`config.mk`:
```
export PLATFORM = sky130hd
export DESIGN_NAME = utf8_byte_sanitizer_top_flat
export DESIGN_NICKNAME = d
export VERILOG_FILES = /design/src/hdl/u8s_pkg.sv /design/src/hdl/u8s_if.sv /design/src/hdl/u8s_front.sv /design/src/hdl/u8s_queue.sv /design/src/hdl/u8s_back.sv /design/src/hdl/utf8_byte_sanitizer_top.sv /design/src/flat_wrapper.sv
export SDC_FILE = /design/constraint.sdc
export NUM_CORES = 1
export LEC_CHECK = 0
export BUFFER_PORTS_ARGS = -buffer_cell sky130_fd_sc_hd__buf_2
export CORE_MARGIN = 2
export CORE_UTILIZATION = 40
export CTS_BUF_LIST = sky130_fd_sc_hd__clkbuf_8
export DETAILED_ROUTE_END_ITERATION = 16
export PLACE_DENSITY = 0.61
export REMOVE_ABC_BUFFERS = 1
export SLEW_MARGIN = 20
export SYNTH_ARGS = -nofsm -noshare
export SYNTH_HDL_FRONTEND = slang
export SYNTH_SLANG_ARGS = --single-unit
```
`constraint.sdc`:
```
create_clock -name clock -period 10.15 [get_ports clock]
set_input_delay 3.045 -clock clock [delete_from_list [all_inputs] [get_ports clock]]
set_output_delay 3.045 -clock clock [all_outputs]
set_load 0.02 [all_outputs]
```
`src/hdl/u8s_pkg.sv`:
```
package u8s_pkg;

   // replacement for any byte that cannot stand in a well-formed sequence
   localparam logic [7:0] SubChar   = 8'h3F;
   localparam logic [7:0] AsciiMax  = 8'h7F;
   localparam logic [7:0] Lead2Min  = 8'hC0;
   localparam logic [7:0] Lead2Max  = 8'hDF;
   localparam logic [7:0] Lead3Max  = 8'hEF;
   localparam logic [7:0] Lead4Max  = 8'hF7;
   localparam logic [1:0] ContTag   = 2'b10;

   // at most three replacements plus one byte come from one item
   localparam int unsigned BurstMax = 4;

   // one queue entry: the output bytes that one item causes, in order
   typedef struct packed {
      logic [BurstMax-1:0][7:0] bytes;
      logic [2:0]               count;  // 1..4
      logic                     last;   // string end flag of the causing item
   } burst_type;

endpackage

```
`src/hdl/u8s_if.sv`:
```
interface u8s_req_if;
   logic       valid;
   logic       ready;
   logic [7:0] in_byte;
   logic       in_last;

   modport source (output valid, output in_byte, output in_last, input ready);
   modport sink   (input valid, input in_byte, input in_last, output ready);
endinterface

interface u8s_rsp_if;
   logic       valid;
   logic       ready;
   logic [7:0] out_byte;
   logic       out_last;

   modport source (output valid, output out_byte, output out_last, input ready);
   modport sink   (input valid, input out_byte, input out_last, output ready);
endinterface

```
`src/hdl/u8s_front.sv`:
```
module u8s_front (
   input  logic               clock,
   input  logic               reset,
   u8s_req_if.sink            req_chan,
   input  logic               q_full,
   output logic               q_push,
   output u8s_pkg::burst_type q_data
);
   import u8s_pkg::*;

   typedef enum logic [1:0] {ClsAscii, ClsLead, ClsCont, ClsBad} class_type;

   logic [2:0][7:0] held_ff, held_in;
   logic [1:0]      count_ff, count_in;
   logic [1:0]      need_ff, need_in;
   class_type       cls;
   burst_type       burst;
   logic [1:0]      pre;
   logic            fresh;
   logic            accept;

   assign req_chan.ready = !q_full;
   assign accept         = req_chan.valid && req_chan.ready;

   always_comb begin
      if (req_chan.in_byte <= AsciiMax) begin
         cls = ClsAscii;
      end else if (req_chan.in_byte[7:6] == ContTag) begin
         cls = ClsCont;
      end else if (req_chan.in_byte >= Lead2Min && req_chan.in_byte <= Lead4Max) begin
         cls = ClsLead;
      end else begin
         cls = ClsBad;
      end
   end

   always_comb begin
      held_in     = held_ff;
      count_in    = count_ff;
      need_in     = need_ff;
      burst.bytes = {BurstMax{SubChar}};
      burst.count = 3'd0;
      burst.last  = req_chan.in_last;
      pre         = 2'd0;
      fresh       = 1'b1;

      if (count_ff != 2'd0) begin
         if (cls == ClsCont) begin
            fresh = 1'b0;
            if (count_ff == need_ff) begin
               // sequence complete: held bytes then this one
               for (int i = 0; i < 3; i++) begin
                  if (2'(i) < count_ff) burst.bytes[i] = held_ff[i];
               end
               burst.bytes[count_ff] = req_chan.in_byte;
               burst.count           = {1'b0, count_ff} + 3'd1;
               count_in              = 2'd0;
            end else if (req_chan.in_last || count_ff == 2'd3) begin
               // string ends inside the sequence
               burst.count = {1'b0, count_ff} + 3'd1;
               count_in    = 2'd0;
            end else begin
               unique case (count_ff)
                  2'd1:    held_in[1] = req_chan.in_byte;
                  2'd2:    held_in[2] = req_chan.in_byte;
                  default: ;
               endcase
               count_in = count_ff + 2'd1;
            end
         end else begin
            // early break: held bytes become replacements
            pre      = count_ff;
            count_in = 2'd0;
         end
      end

      if (fresh) begin
         unique case (cls)
            ClsAscii: begin
               burst.bytes[pre] = req_chan.in_byte;
               burst.count      = {1'b0, pre} + 3'd1;
            end
            ClsLead: begin
               if (req_chan.in_last) begin
                  burst.count = {1'b0, pre} + 3'd1;
               end else begin
                  held_in[0]  = req_chan.in_byte;
                  count_in    = 2'd1;
                  burst.count = {1'b0, pre};
                  if (req_chan.in_byte <= Lead2Max) begin
                     need_in = 2'd1;
                  end else if (req_chan.in_byte <= Lead3Max) begin
                     need_in = 2'd2;
                  end else begin
                     need_in = 2'd3;
                  end
               end
            end
            default: begin
               burst.count = {1'b0, pre} + 3'd1;
            end
         endcase
      end
   end

   assign q_push = accept && (burst.count != 3'd0);
   assign q_data = burst;

   always_ff @(posedge clock) begin
      if (reset) begin
         count_ff <= 2'd0;
         need_ff  <= 2'd0;
      end else if (accept) begin
         count_ff <= count_in;
         need_ff  <= need_in;
      end
   end

   always_ff @(posedge clock) begin
      if (accept) begin
         held_ff <= held_in;
      end
   end

endmodule

```
`src/hdl/u8s_queue.sv`:
```
module u8s_queue #(
   parameter int unsigned Depth = 4
) (
   input  logic               clock,
   input  logic               reset,
   input  logic               push,
   input  u8s_pkg::burst_type push_data,
   input  logic               pop,
   output u8s_pkg::burst_type pop_data,
   output logic               not_empty,
   output logic               full
);
   import u8s_pkg::*;

   localparam int unsigned PtrW = (Depth > 1) ? $clog2(Depth) : 1;
   localparam int unsigned CntW = $clog2(Depth + 1);

   burst_type           slot_ff [Depth];
   logic [PtrW-1:0]     wr_ptr_ff, wr_ptr_in;
   logic [PtrW-1:0]     rd_ptr_ff, rd_ptr_in;
   logic [CntW-1:0]     count_ff, count_in;

   assign not_empty = (count_ff != '0);
   assign full      = (count_ff == CntW'(Depth));
   assign pop_data  = slot_ff[rd_ptr_ff];

   always_comb begin
      wr_ptr_in = wr_ptr_ff;
      rd_ptr_in = rd_ptr_ff;
      count_in  = count_ff;
      if (push) begin
         wr_ptr_in = (wr_ptr_ff == PtrW'(Depth - 1)) ? '0 : wr_ptr_ff + PtrW'(1);
      end
      if (pop) begin
         rd_ptr_in = (rd_ptr_ff == PtrW'(Depth - 1)) ? '0 : rd_ptr_ff + PtrW'(1);
      end
      if (push && !pop) begin
         count_in = count_ff + CntW'(1);
      end else if (pop && !push) begin
         count_in = count_ff - CntW'(1);
      end
   end

   always_ff @(posedge clock) begin
      if (reset) begin
         wr_ptr_ff <= '0;
         rd_ptr_ff <= '0;
         count_ff  <= '0;
      end else begin
         wr_ptr_ff <= wr_ptr_in;
         rd_ptr_ff <= rd_ptr_in;
         count_ff  <= count_in;
      end
   end

   always_ff @(posedge clock) begin
      if (push) begin
         slot_ff[wr_ptr_ff] <= push_data;
      end
   end

endmodule

```
`src/hdl/u8s_back.sv`:
```
module u8s_back (
   input  logic               clock,
   input  logic               reset,
   input  logic               q_not_empty,
   input  u8s_pkg::burst_type q_data,
   output logic               q_pop,
   u8s_rsp_if.source          rsp_chan
);
   import u8s_pkg::*;

   logic       busy_ff, busy_in;
   burst_type  burst_ff, burst_in;
   logic [1:0] idx_ff, idx_in;
   logic [1:0] last_idx;
   logic       final_byte;
   logic       take;

   assign last_idx   = 2'(burst_ff.count - 3'd1);
   assign final_byte = (idx_ff == last_idx);
   assign take       = busy_ff && rsp_chan.ready;

   // refill as soon as the current burst drains, so bursts follow without a gap
   assign q_pop = q_not_empty && (!busy_ff || (take && final_byte));

   assign rsp_chan.valid    = busy_ff;
   assign rsp_chan.out_byte = burst_ff.bytes[idx_ff];
   assign rsp_chan.out_last = burst_ff.last && final_byte;

   always_comb begin
      busy_in  = busy_ff;
      burst_in = burst_ff;
      idx_in   = idx_ff;
      if (q_pop) begin
         busy_in  = 1'b1;
         burst_in = q_data;
         idx_in   = 2'd0;
      end else if (take) begin
         if (final_byte) begin
            busy_in = 1'b0;
         end else begin
            idx_in = idx_ff + 2'd1;
         end
      end
   end

   always_ff @(posedge clock) begin
      if (reset) begin
         busy_ff <= 1'b0;
         idx_ff  <= 2'd0;
      end else begin
         busy_ff <= busy_in;
         idx_ff  <= idx_in;
      end
   end

   always_ff @(posedge clock) begin
      burst_ff <= burst_in;
   end

endmodule

```
`src/hdl/utf8_byte_sanitizer_top.sv`:
```
// Path: each item's result bytes pass through the burst queue and the back's burst register before rsp.
// Throughput: one item per cycle at the input; one result byte per cycle at the output while rsp is ready.
// An item may cause up to four result bytes; the burst queue soaks these up, and req
// stalls only when the queue is full and the output side is behind.
// Reset: synchronous, active high; clears the held sequence, the queue and the output.
module utf8_byte_sanitizer_top #(
   parameter int unsigned QueueDepth = 4
) (
   input  logic       clock,
   input  logic       reset,
   u8s_req_if.sink    req_chan,
   u8s_rsp_if.source  rsp_chan
);
   import u8s_pkg::*;

   // front -> queue
   logic      q_push;
   burst_type q_push_data;
   logic      q_full;

   // queue -> back
   logic      q_pop;
   burst_type q_pop_data;
   logic      q_not_empty;

   // Front: classifies each byte against the held partial sequence and turns it
   // into a burst of zero to four output bytes.
   u8s_front u_front (
      .clock    (clock),
      .reset    (reset),
      .req_chan (req_chan),
      .q_full   (q_full),
      .q_push   (q_push),
      .q_data   (q_push_data)
   );

   // Burst queue decouples the input rate from the burst output.
   u8s_queue #(
      .Depth (QueueDepth)
   ) u_queue (
      .clock     (clock),
      .reset     (reset),
      .push      (q_push),
      .push_data (q_push_data),
      .pop       (q_pop),
      .pop_data  (q_pop_data),
      .not_empty (q_not_empty),
      .full      (q_full)
   );

   // Back: plays out each burst one byte per cycle while rsp is ready, flagging the string end.
   u8s_back u_back (
      .clock       (clock),
      .reset       (reset),
      .q_not_empty (q_not_empty),
      .q_data      (q_pop_data),
      .q_pop       (q_pop),
      .rsp_chan    (rsp_chan)
   );

   // no write into a full queue
   a_no_overflow: assert property (@(posedge clock) disable iff (reset)
      q_push |-> !q_full)
      else $error("burst queue overflow");

   // no read from an empty queue
   a_no_underflow: assert property (@(posedge clock) disable iff (reset)
      q_pop |-> q_not_empty)
      else $error("burst queue underflow");

   // output is quiet right after reset
   a_reset_quiet: assert property (@(posedge clock)
      $past(reset) |-> !rsp_chan.valid)
      else $error("result valid after reset");

   // every queued burst holds one to four bytes
   a_burst_nonempty: assert property (@(posedge clock) disable iff (reset)
      q_push |-> (q_push_data.count != 3'd0) && (q_push_data.count <= 3'd4))
      else $error("bad burst length");

endmodule

```
`src/flat_wrapper.sv`:
```
// flat-port wrapper written by rule: the top's interface ports become plain ports
module utf8_byte_sanitizer_top_flat import u8s_pkg::*;
#(
   parameter int unsigned QueueDepth = 4
)
  (clock, reset, req_chan_valid, req_chan_in_byte, req_chan_in_last, req_chan_ready, rsp_chan_valid, rsp_chan_out_byte, rsp_chan_out_last, rsp_chan_ready);
  u8s_req_if req_chan_i ();
  u8s_rsp_if rsp_chan_i ();
  input  logic clock;
  input  logic reset;
  input wire logic [$bits(req_chan_i.valid)-1:0] req_chan_valid;
  input wire logic [$bits(req_chan_i.in_byte)-1:0] req_chan_in_byte;
  input wire logic [$bits(req_chan_i.in_last)-1:0] req_chan_in_last;
  output wire logic [$bits(req_chan_i.ready)-1:0] req_chan_ready;
  output wire logic [$bits(rsp_chan_i.valid)-1:0] rsp_chan_valid;
  output wire logic [$bits(rsp_chan_i.out_byte)-1:0] rsp_chan_out_byte;
  output wire logic [$bits(rsp_chan_i.out_last)-1:0] rsp_chan_out_last;
  input wire logic [$bits(rsp_chan_i.ready)-1:0] rsp_chan_ready;
  assign req_chan_i.valid = req_chan_valid;
  assign req_chan_i.in_byte = req_chan_in_byte;
  assign req_chan_i.in_last = req_chan_in_last;
  assign req_chan_ready = req_chan_i.ready;
  assign rsp_chan_valid = rsp_chan_i.valid;
  assign rsp_chan_out_byte = rsp_chan_i.out_byte;
  assign rsp_chan_out_last = rsp_chan_i.out_last;
  assign rsp_chan_i.ready = rsp_chan_ready;
  utf8_byte_sanitizer_top #(.QueueDepth(QueueDepth)) u_core (.clock(clock), .reset(reset), .req_chan(req_chan_i), .rsp_chan(rsp_chan_i));
endmodule
```
[Word level (Yosys, flattened, before mapping)]
Memory sizes are Yosys's and may differ from the RTL's. A register that Yosys moved wholly into a read port is not among the register bits.
Cells that the tools add are included.
Widths: inputs -> output; s select.
Word-level totals
  memories: 1
  input port bits: 13
  register bits: 38
  RAM bits: 144
Operators by class
  muxes and demuxes: 54
  equality and inequality tests: 11
  add/sub/neg operators: 9
  bitwise operators: 4
  $lt $le $gt $ge: 13
  reductions and logical operators: 30
Memory list
  u_core.u_queue.slot_ff: words 4, width 36, rd ports 1, clocked after Yosys merged registers in 1, write ports 1, RTL line u8s_queue.sv:18  | burst_type slot_ff [Depth];
Operators by type and width (number)
  $mux 8: 15
  $mux 35: 3
  $bwmux 32: 2
  $mux 32: 2
  $demux 8 s2: 2
  $mux 2: 15
  $le 8x8->1 const B: 3
  $mux 3: 6
  $bmux 8 s2: 1
  $eq 2x2->1 const B: 6
  $reduce_and 6->1: 2
  $logic_and 1x1->1: 11
  $lt 2x3->1 const B: 3
  $add 2x1->2 const B: 4
  $ge 8x8->1 const B: 1
  $le 8x7->1 const B: 1
  $mux 1: 8
  $reduce_bool 2->1: 4
  $add 2x1->3 const B: 2
  $reduce_bool 3->1: 2
  $eq 2x1->1 const B: 2
  $eq 2x2->1: 2
  $ge 2x1->1 const B: 2
  $logic_not 1->1: 4
  12 further kinds: 18

[Longest topological paths before layout]
Gate-level depths: netlist of the first run.
  word-level depth: 21
  depth in mapped cells: 15
  gate-level depth less buffers: 15

[Hierarchy]
Synthesis of the first run repeated with hierarchy kept, for this count alone.
Unflattened totals
  cells, all modules: 450
  area, all modules: 8744.6 µm²
By module, submodules not included
  u8s_queue: sequential area each 4504.3 µm², instances 1, cells each 232, area an instance 5690.5 µm²
  u8s_front: sequential area each 800.8 µm², instances 1, cells each 147, area an instance 1600.3 µm²
  u8s_back: sequential area each 1111.1 µm², instances 1, cells each 71, area an instance 1453.9 µm²

[Worst setup path before layout of the first run]
No wires, ideal clock.
  path kind: input-to-reg
  start: input rsp_chan_ready
  end: register u_core.u_queue.count_ff[2]
  arrival: 5.869 ns
  required time: 10.079 ns
  cell stages on the path: 9
  path slack: 4.210 ns
  cells stage by stage: a21boi_1 nor2_1 inv_1 ha_1 inv_1 fa_1 xor2_1 or3_1 a21oi_1
Between the ends
  longest elaborated chain between the ends: 7
RTL lines
  start, declared: RTL line flat_wrapper.sv:18  | input wire logic [$bits(rsp_chan_i.ready)-1:0] rsp_chan_ready;
  $logic_and 1x1->1 *: RTL line u8s_back.sv:20  | assign take = busy_ff && rsp_chan.ready;
  $logic_and 1x1->1 *: RTL line u8s_back.sv:23  | assign q_pop = q_not_empty && (!busy_ff || (take && final_byte));
  $logic_or 1x1->1 *: RTL line u8s_back.sv:23
  $logic_and 1x1->1 *: RTL line u8s_back.sv:23
  net u_core.q_pop: RTL line utf8_byte_sanitizer_top.sv:22  | logic q_pop;
  $logic_not 1->1: RTL line u8s_queue.sv:37  | if (push && !pop) begin
  $logic_and 1x1->1: RTL line u8s_queue.sv:37
  $mux 3 / $reduce_bool 2->1 (equally long branches)
  end signal, assigned: RTL line u8s_queue.sv:52  | count_ff <= count_in;
  end, declared: RTL line u8s_queue.sv:21  | logic [CntW-1:0] count_ff, count_in;
The timed path passes the listed nets; every way through them passes the cells marked *.
A chain may end at the register's enable or synchronous reset.

[Worst setup path in the final report of the first run]
  start: input req_chan_in_byte[7]
  end: register u_core.u_queue.count_ff[2]
Between the ends
  longest elaborated chain between the ends: 17
RTL lines
  start, declared: RTL line flat_wrapper.sv:12  | input wire logic [$bits(req_chan_i.in_byte)-1:0] req_chan_in_byte;
  $ge 8x8->1 / $le 8x8->1 (equally long branches): RTL line u8s_front.sv:30  | end else if (req_chan.in_byte >= Lead2Min && req_chan.in_byte <= Lead4Max) begin
  $logic_and 1x1->1: RTL line u8s_front.sv:30
  $mux 2: RTL line u8s_front.sv:30
  $mux 2: RTL line u8s_front.sv:28  | end else if (req_chan.in_byte[7:6] == ContTag) begin
  $mux 2 *: RTL line u8s_front.sv:26  | if (req_chan.in_byte <= AsciiMax) begin
  $eq 2x2->1: RTL line u8s_front.sv:48  | if (cls == ClsCont) begin
  $mux 2: RTL line u8s_front.sv:48
  $mux 2: RTL line u8s_front.sv:47  | if (count_ff != 2'd0) begin
  [2 not listed]
  $mux 3
  $mux 35 *: RTL line u8s_front.sv:77  | if (fresh) begin
  $reduce_bool 3->1 *: RTL line u8s_front.sv:106  | assign q_push = accept && (burst.count != 3'd0);
  $logic_and 1x1->1 *: RTL line u8s_front.sv:106
  net u_core.q_push: RTL line utf8_byte_sanitizer_top.sv:17  | logic q_push;
  $logic_not 1->1: RTL line u8s_queue.sv:39  | end else if (pop && !push) begin
  $logic_and 1x1->1: RTL line u8s_queue.sv:39
  $reduce_bool 2->1 (no line)
Marked as above.

==> results by group, run 1 <==
Clock tree
  • Resized cells post-CTS: 0
  • Clock tree buffer depth: 3
  • H-Tree Depth: 2
  • CTS Buf Count: 36
  • Clk Latency, worst-skew pair: 510 ps
  • CTS root buffer: clkbuf_8
  • Clock slew at reported path FFs: 60 ps
  • CTS tree: done
  • Clock Sinks: 213
  • Number of hold buffers added after CTS: 0
  • Post-CTS Setup Inserts: 0

STA
  • Relative slew slack: 28.6%
  • Setup TNS: 0 ps
  • Period Utilization, post-route: 57.0%
  • RSZ-0062 raised after global routing: false
  • Final setup violation count: 0
  • Fin. Hold Viols: 0
  • Final min period: about 5800 ps
  • Clock skew: approximately 21 ps
  • Max Slew Vio Count: 0
  • Worst slew pin tran: 1070 ps
  • FMAX: ~170 MHz
  • WHS: 516 ps

GRT
  • GRT Overall Usage: 15.6%
  • Grt total ovfl: 0
  • GRT met3 Usage: 3.69%
  • M2 GR Usage: 25.9%
  • Met1 Resource Use GR: 20.6%
  • Vias in the first global route: 4608
  • Busiest layer in global routing: met2
  • Antenna violations before repair: 0
  • Largest net degree at the start of global routing: 39
  • Global-route wire length before repair: 26000 µm

Run status
  • Status: finished clean

Worst setup path
  • Crit. path cell count: 14
  • Critical Path AT: about 6200 ps
  • Crit path max-delay cell type: nor3_1
  • Critical Path Max Stage Delay: 480 ps
  • Worst Setup End Kind: flop
  • Crit-path max FO: 14
  • Ordered cell list for the critical path: buf_2 -> nor2b_1 -> nor3_1 -> inv_1 -> ha_1 -> o211ai_1 -> o311ai_2 -> a41oi_4 -> ha_1 -> inv_1 -> fa_1 -> xor2_1 -> or3_1 -> a21oi_1
  • Worst Setup Path Type: in2reg
  • Critical Path Start Type: input pin
  • Depth of the most critical reg-to-reg path: 14
  • CP top delay family: simple AND/OR/NAND/NOR gates
  • Buf/Inv on CP: 3
  • Worst Path Required: 10590 ps

Layout
  • Final nets: 521
  • Layout area overhead: 12.9%
  • Design Area, Final: 0.00961 mm²
  • Final Non-Filler Cells: 789
  • Number of inserted diodes: 0
  • Layout cells sized above 1: between 20% and 30%

Placed design
  • HPWL after DPL: 9630 µm
  • PortBufs: 23
  • Placed instance area: about 0.0089 mm²
  • GPL Wtd Cong: approximately 0.80
  • Cell count after placement: 729

Floorplan
  • Initial Util: 40.6%
  • Top Ports: 24
  • Die area: 0.0225 mm²
  • Row cnt: 53
  • Core area: 0.0210 mm²
  • DIE WIDTH: 150 µm
  • Die Y: 150 µm

Logic synthesis
  • XOR/XNOR Fraction of Synth Area: 0.720%
  • Seq/Total Area, Yosys: 73.5%
  • Synth Area in Simple Gates: 5.28%
  • Yosys reg bits: 213
  • Post-Syn Instances: 442
  • Mapped Area: 0.00851 mm²
  • Synth unique cells: 53
  • Adder-Cell Fraction of Synth Area: between 2 and 2.5%
  • Synth Area in Compound Gates: 4.45%
  • Mux cell area share after synthesis: about an eighth
  • Synth warn: 0
  • Largest family of logic cells by synthesized area: multiplexers
  • EDFF count, synth: 199
  • Synth async-reset ratio: 0%
  • Synthesized area per cell: 19.3 µm²
  • Dominant synthesized flop cell: edfxtp_1

Routing
  • DR pass1 iterations: 6
  • DRC Markers: 0
  • DRT antenna net count: 0
  • Iter 0 DRT Violations: 377
  • DR vias: 4224
  • WL final: 16700 µm
  • WL/cell: between 20 and 25 µm
  • Avg Vias per Cell: between 5 and 6

Min path
  • Hold Crit Class: reg2reg
  • Hold path cells: 2

Power and ir drop
  • Peak VDD IR: 0.130 mV
  • Leak: roughly 3.1 nW
  • Power Dens Cells: 242 mW/mm²

Job
  • # Max-Cap Violations: 0
## Yosys cell counts (2+ instances only)
cell,n,area share (%)
a21oi_1,5,0.29
a22oi_1,2,0.18
a32o_1,2,0.24
and2_1,5,0.37
and2_2,5,0.44
and3_1,3,0.22
buf_2,7,0.41
clkbuf_1,5,0.22
dfxtp_1,14,3.3
edfxtp_1,199,70
ha_1,15,2.2
inv_1,13,0.57
mux2i_1,4,0.47
mux4_2,43,11
nand2_1,14,0.62
nand2b_1,4,0.29
nand3_1,3,0.18
nor2_1,21,0.93
nor2b_1,6,0.44
nor3_1,6,0.35
o21ai_0,12,0.71
o22a_1,12,1.2
or2_2,6,0.44
or3b_2,2,0.21
xnor2_1,3,0.31
xor2_1,4,0.41
## power by group
group	internal, mW	switching (mW)	total (mW)
Combinational	0.199	0.257	0.456
Clock	0.396	0.324	0.720
Sequential	1.11	0.0381	1.15
Total	1.71	0.619	2.33
## layout make-up
class                      instances  area, µm²
clock inverter                    22        146
fill                            1830      11300
multi-input combinational        201       2150
tap                              275        344
inverter                          13       48.8
clock buffer                      38        523
sequential                       213       6260
timing repair buffer              27        145
## registers in the layout, summed over array words and instances (netlist names)
| signal | count |
|---|---|
| u_core.u_back.idx_ff | 2 |
| u_core.u_front.need_ff | 2 |
| u_core.u_front.count_ff | 2 |
| u_core.u_queue.wr_ptr_ff | 2 |
| u_core.u_queue.count_ff | 3 |
| u_core.u_back.burst_ff | 35 |
| u_core.u_queue.rd_ptr_ff | 2 |
| u_core.u_back.rsp_chan.valid | 1 |
| u_core.u_front.held_ff | 24 |
| u_core.u_queue.slot_ff | 140 |
## cell families (layout without fill, tap and decap cells)
| logic type | count (synthesis) | in the layout |
|---|---|---|
| compound gates | 46 | 46 |
| xor+xnor | 7 | 7 |
| fa+ha+maj | 16 | 16 |
| buf+inv | 28 | 100 |
| flops | 213 | 213 |
| mux | 49 | 49 |
| simple gates | 83 | 83 |
## per-stage QoR
step                      utilization (%)  setup WS (ps)  power, mW
after floorplan                         -           4210       1.49
after global placement               42.7           4050       1.62
after detailed placement             42.7           3840       1.64
after CTS                            45.9           4380       2.36
after global routing                 45.9           4050       2.44
final                                45.9           4360       2.33
## worst min-delay path: stages (launching register included)
cell     delay [ps]
dfxtp_1         330
o21ai_0          80
a21oi_1          60
## per-layer routing
layer	up-vias	share of wire (%)
li1	1877	-
met1	2185	44
met2	130	49
met3	32	5.2
met4	0	2.1
met5	-	0
## path summary, 6_finish.rpt
path | start | to | slack (ps)
min | u_core.u_queue.count_ff[2] | u_core.u_queue.count_ff[2] | 520
max | req_chan_in_byte[7] | u_core.u_queue.count_ff[2] | 4360
min reg2reg | u_core.u_queue.count_ff[2] | u_core.u_queue.count_ff[2] | 520
max reg2reg | u_core.u_front.count_ff[0] | u_core.u_queue.count_ff[2] | 6200
## layout by cell type, fill, tap and decap left out, types with 2 or more instances in the layout
cell	n
a21oi_1	5
a22oi_1	2
a32o_1	2
and2_1	5
and2_2	5
and3_1	3
buf_2	23
buf_4	4
bufinv_16	2
clkbuf_8	38
clkinv_1	6
clkinv_2	5
dfxtp_1	13
edfxtp_1	199
ha_1	15
inv_1	21
mux2i_1	4
mux4_2	43
nand2_1	14
nand2b_1	4
nand3_1	3
nor2_1	20
nor2b_1	6
nor3_1	6
o21ai_0	12
o22a_1	12
or2_2	6
or3b_2	2
xnor2_1	3
xor2_1	4
No activity file was read; power rests on OpenSTA's default activity.
==> run 2, diff against run 1 <==
==> constraint.sdc (replaced) <==
create_clock -name clock -period 5.7 [get_ports clock]
set_input_delay 1.71 -clock clock [delete_from_list [all_inputs] [get_ports clock]]
set_output_delay 1.71 -clock clock [all_outputs]
set_load 0.02 [all_outputs]
==> run 2 against run 1 <==
  * Clock power increased by 74%
  * Utilization grew 0.066 points
  * Design area increased by 0.14%
  * Non-clock buffer count grew 4
  * Sequential power increased by 78%
  * Flip-flop and latch count stayed put
  * Critical path depth did not move
  * Clock skew is 1.5 ps lower
  * Combinational power grew 82%
  * Count of clock-buffer cells in the layout rose by 1
  * Worst setup slack got worse by 3200 ps
  * Critical path type unchanged
==> results by group, run 2 (synthesis results as in run 1) <==
STA
  • Final setup violation count: 0
  • RSZ-0062 raised after global routing: false
  • Max Slew Vio Count: 0
  • Clock skew: 19.1 ps
  • Fin. Hold Viols: 0
  • Setup TNS: 0 ps
  • Period Utilization, post-route: 78.9%
  • Fin worst setup slack: ~1200 ps
  • FMAX: 222 MHz
  • Final min period: 4490 ps
  • Worst slew pin tran: between 900 and 1000 ps
  • Relative slew slack: 37.3%

GRT
  • Largest net degree at the start of global routing: 39
  • Grt total ovfl: 0
  • Global-route wire length before repair: roughly 25000 µm
  • Antenna violations before repair: 0
  • GRT Overall Usage: between 10% and 20%
  • Vias in the first global route: 4459

Layout
  • Number of inserted diodes: 0
  • Layout cells sized above 1: 27.2%
  • Commonest non-fill, non-tap cell in the layout: edfxtp_1
  • Largest register FFs: 140
  • Final nets: 526
  • Largest register by flop count: u_core.u_queue.slot_ff
  • Most frequent cells in the layout: edfxtp_1 (199), mux4_2 (43), clkbuf_8 (39)
  • Largest regs: u_core.u_queue.slot_ff x140, u_core.u_back.burst_ff x35, u_core.u_front.held_ff x24
  • Layout area overhead: 13.1%
  • Design Area, Final: 0.00962 mm²

Clock tree
  • Clock tree buffer depth: 3
  • CTS tree: done
  • Clk Latency, worst-skew pair: 520 ps
  • Resized cells post-CTS: 0
  • CTS Buf Count: 37
  • Post-CTS Setup Inserts: 0
  • Clock Sinks: 213
  • CTS root buffer: clkbuf_8
  • Clock slew at reported path FFs: 50 ps
  • Number of hold buffers added after CTS: 0
  • H-Tree Depth: 2

Power and ir drop
  • Part of the power in the clock network: between 30% and 40%
  • Psw: roughly 1.1 mW
  • P_int: 3.01 mW
  • Leak: 3.05 nW
  • Combinational power share: about a fifth
  • Power Dens Cells: 429 mW/mm²
  • Peak VDD IR: between 0.2 and 0.25 mV
  • Sequential share of power: 49.5%
  • Switch share: 27.1%
  • Overall power: 4.13 mW

Routing
  • DRT antenna net count: 0
  • DRC Markers: 0
  • Iter 0 DRT Violations: 307
  • WL final: 16700 µm
  • Avg Vias per Cell: 5.29
  • WL/cell: around 21 µm
  • DR vias: 4204
  • DR pass1 iterations: 6

Floorplan
  • Row cnt: 53
  • Core area: 0.0210 mm²
  • DIE WIDTH: around 150 µm
  • Top Ports: 24
  • Die Y: 150 µm
  • Initial Util: 40.6%
  • Die area: 0.0225 mm²

Worst setup path
  • Ordered cell list for the critical path: buf_2 -> nor2b_1 -> nor3_1 -> inv_1 -> ha_1 -> o211ai_1 -> o311ai_2 -> a41oi_4 -> ha_1 -> inv_1 -> fa_1 -> xor2_1 -> or3_1 -> a21oi_1
  • Critical Path AT: 4940 ps
  • Worst Path Required: 6140 ps
  • Worst Setup Path Type: in2reg
  • CP startpoint: req_chan_in_byte[7]
  • Reg2reg setup slack: around 1700 ps
  • Buf/Inv on CP: 3
  • Crit path max-delay cell type: nor3_1
  • Worst Setup End Kind: flop
  • Critical Path Start Type: input pin
  • Crit-path max FO: 14
  • RR Startpoint: u_core.u_front.count_ff[0]
  • CP top delay family: simple AND/OR/NAND/NOR gates
  • Critical Path Max Stage Delay: between 400 and 500 ps

Min path
  • Hold Crit Class: reg2reg
  • Hold_sp: u_core.u_queue.count_ff[2]

Run status
  • Status: finished clean

Placed design
  • HPWL after DPL: 9480 µm
  • GPL Wtd Cong: 0.785
  • Placed instance area: 0.00897 mm²
  • PortBufs: 23
  • Worst slack, placed: 673 ps

Job
  • # Max-Cap Violations: 0
run 2: cell count changes in the layout (fill, tap and decap cells not counted), moves of 3 or more:
cell,before,now
buf_4,4,8
clkinv_1,6,13
clkinv_2,5,2
inv_1,21,18
run 2: power by group through the flow:
stage	clock network, mW	registers (mW)	logic [mW]
global route	1.35	2.06	0.903
finish	1.25	2.05	0.829
floorplan	0	2.13	0.527
global placement	0	2.07	0.827
CTS	1.29	2.05	0.853
detailed placement	0	2.08	0.848
run 2: final timing paths:
kind                                     end  cells past startpoint
setup / recovery  u_core.u_queue.count_ff[2]                     14
setup reg to reg  u_core.u_queue.count_ff[2]                     14
hold reg to reg   u_core.u_queue.count_ff[2]                      2
hold / removal    u_core.u_queue.count_ff[2]                      2
run 2: area by class of cell:
| cell class | instances | area [µm²] |
|---|---|---|
| fillers | 1845 | 11300 |
| flip-flops and latches | 213 | 6260 |
| multi-input cells | 201 | 2150 |
| clock buffers | 39 | 537 |
| well taps | 275 | 344 |
| repair buffers | 31 | 175 |
| clock inverters | 22 | 116 |
| inverters | 13 | 48.8 |
run 2: per-stage QoR:
step | hold slack [ps] | cells | utilization (%)
3_3_place_gp | 484 | 733 | 42.8
4_1_cts | 539 | 794 | 45.9
2_1_floorplan | 461 | 427 | -
5_1_grt | 578 | 794 | 45.9
3_5_place_dp | 532 | 733 | 42.8
6_report | 537 | 794 | 45.9
run 2: worst reg2reg max path: cells and delay by family (launching register included):
| family | cells | cell delay, ps |
|---|---|---|
| AOI/OAI and AO/OA | 4 | 740 |
| xor gates and xnor gates | 1 | 180 |
| adders and majority gates | 4 | 1270 |
| buffers and inverters | 3 | 380 |
| DFF | 1 | 520 |
| and+or+nand+nor | 2 | 860 |
run 2: routing by layer:
metal / vias up / share of wire [%] / global-route usage (%)
li1: 1884 / - / -
met1: 2179 / 42 / 19.6
met2: 102 / 50 / 25.8
met3: 39 / 4.6 / 3.29
met4: 0 / 3.2 / 6.89
met5: - / 0 / 0
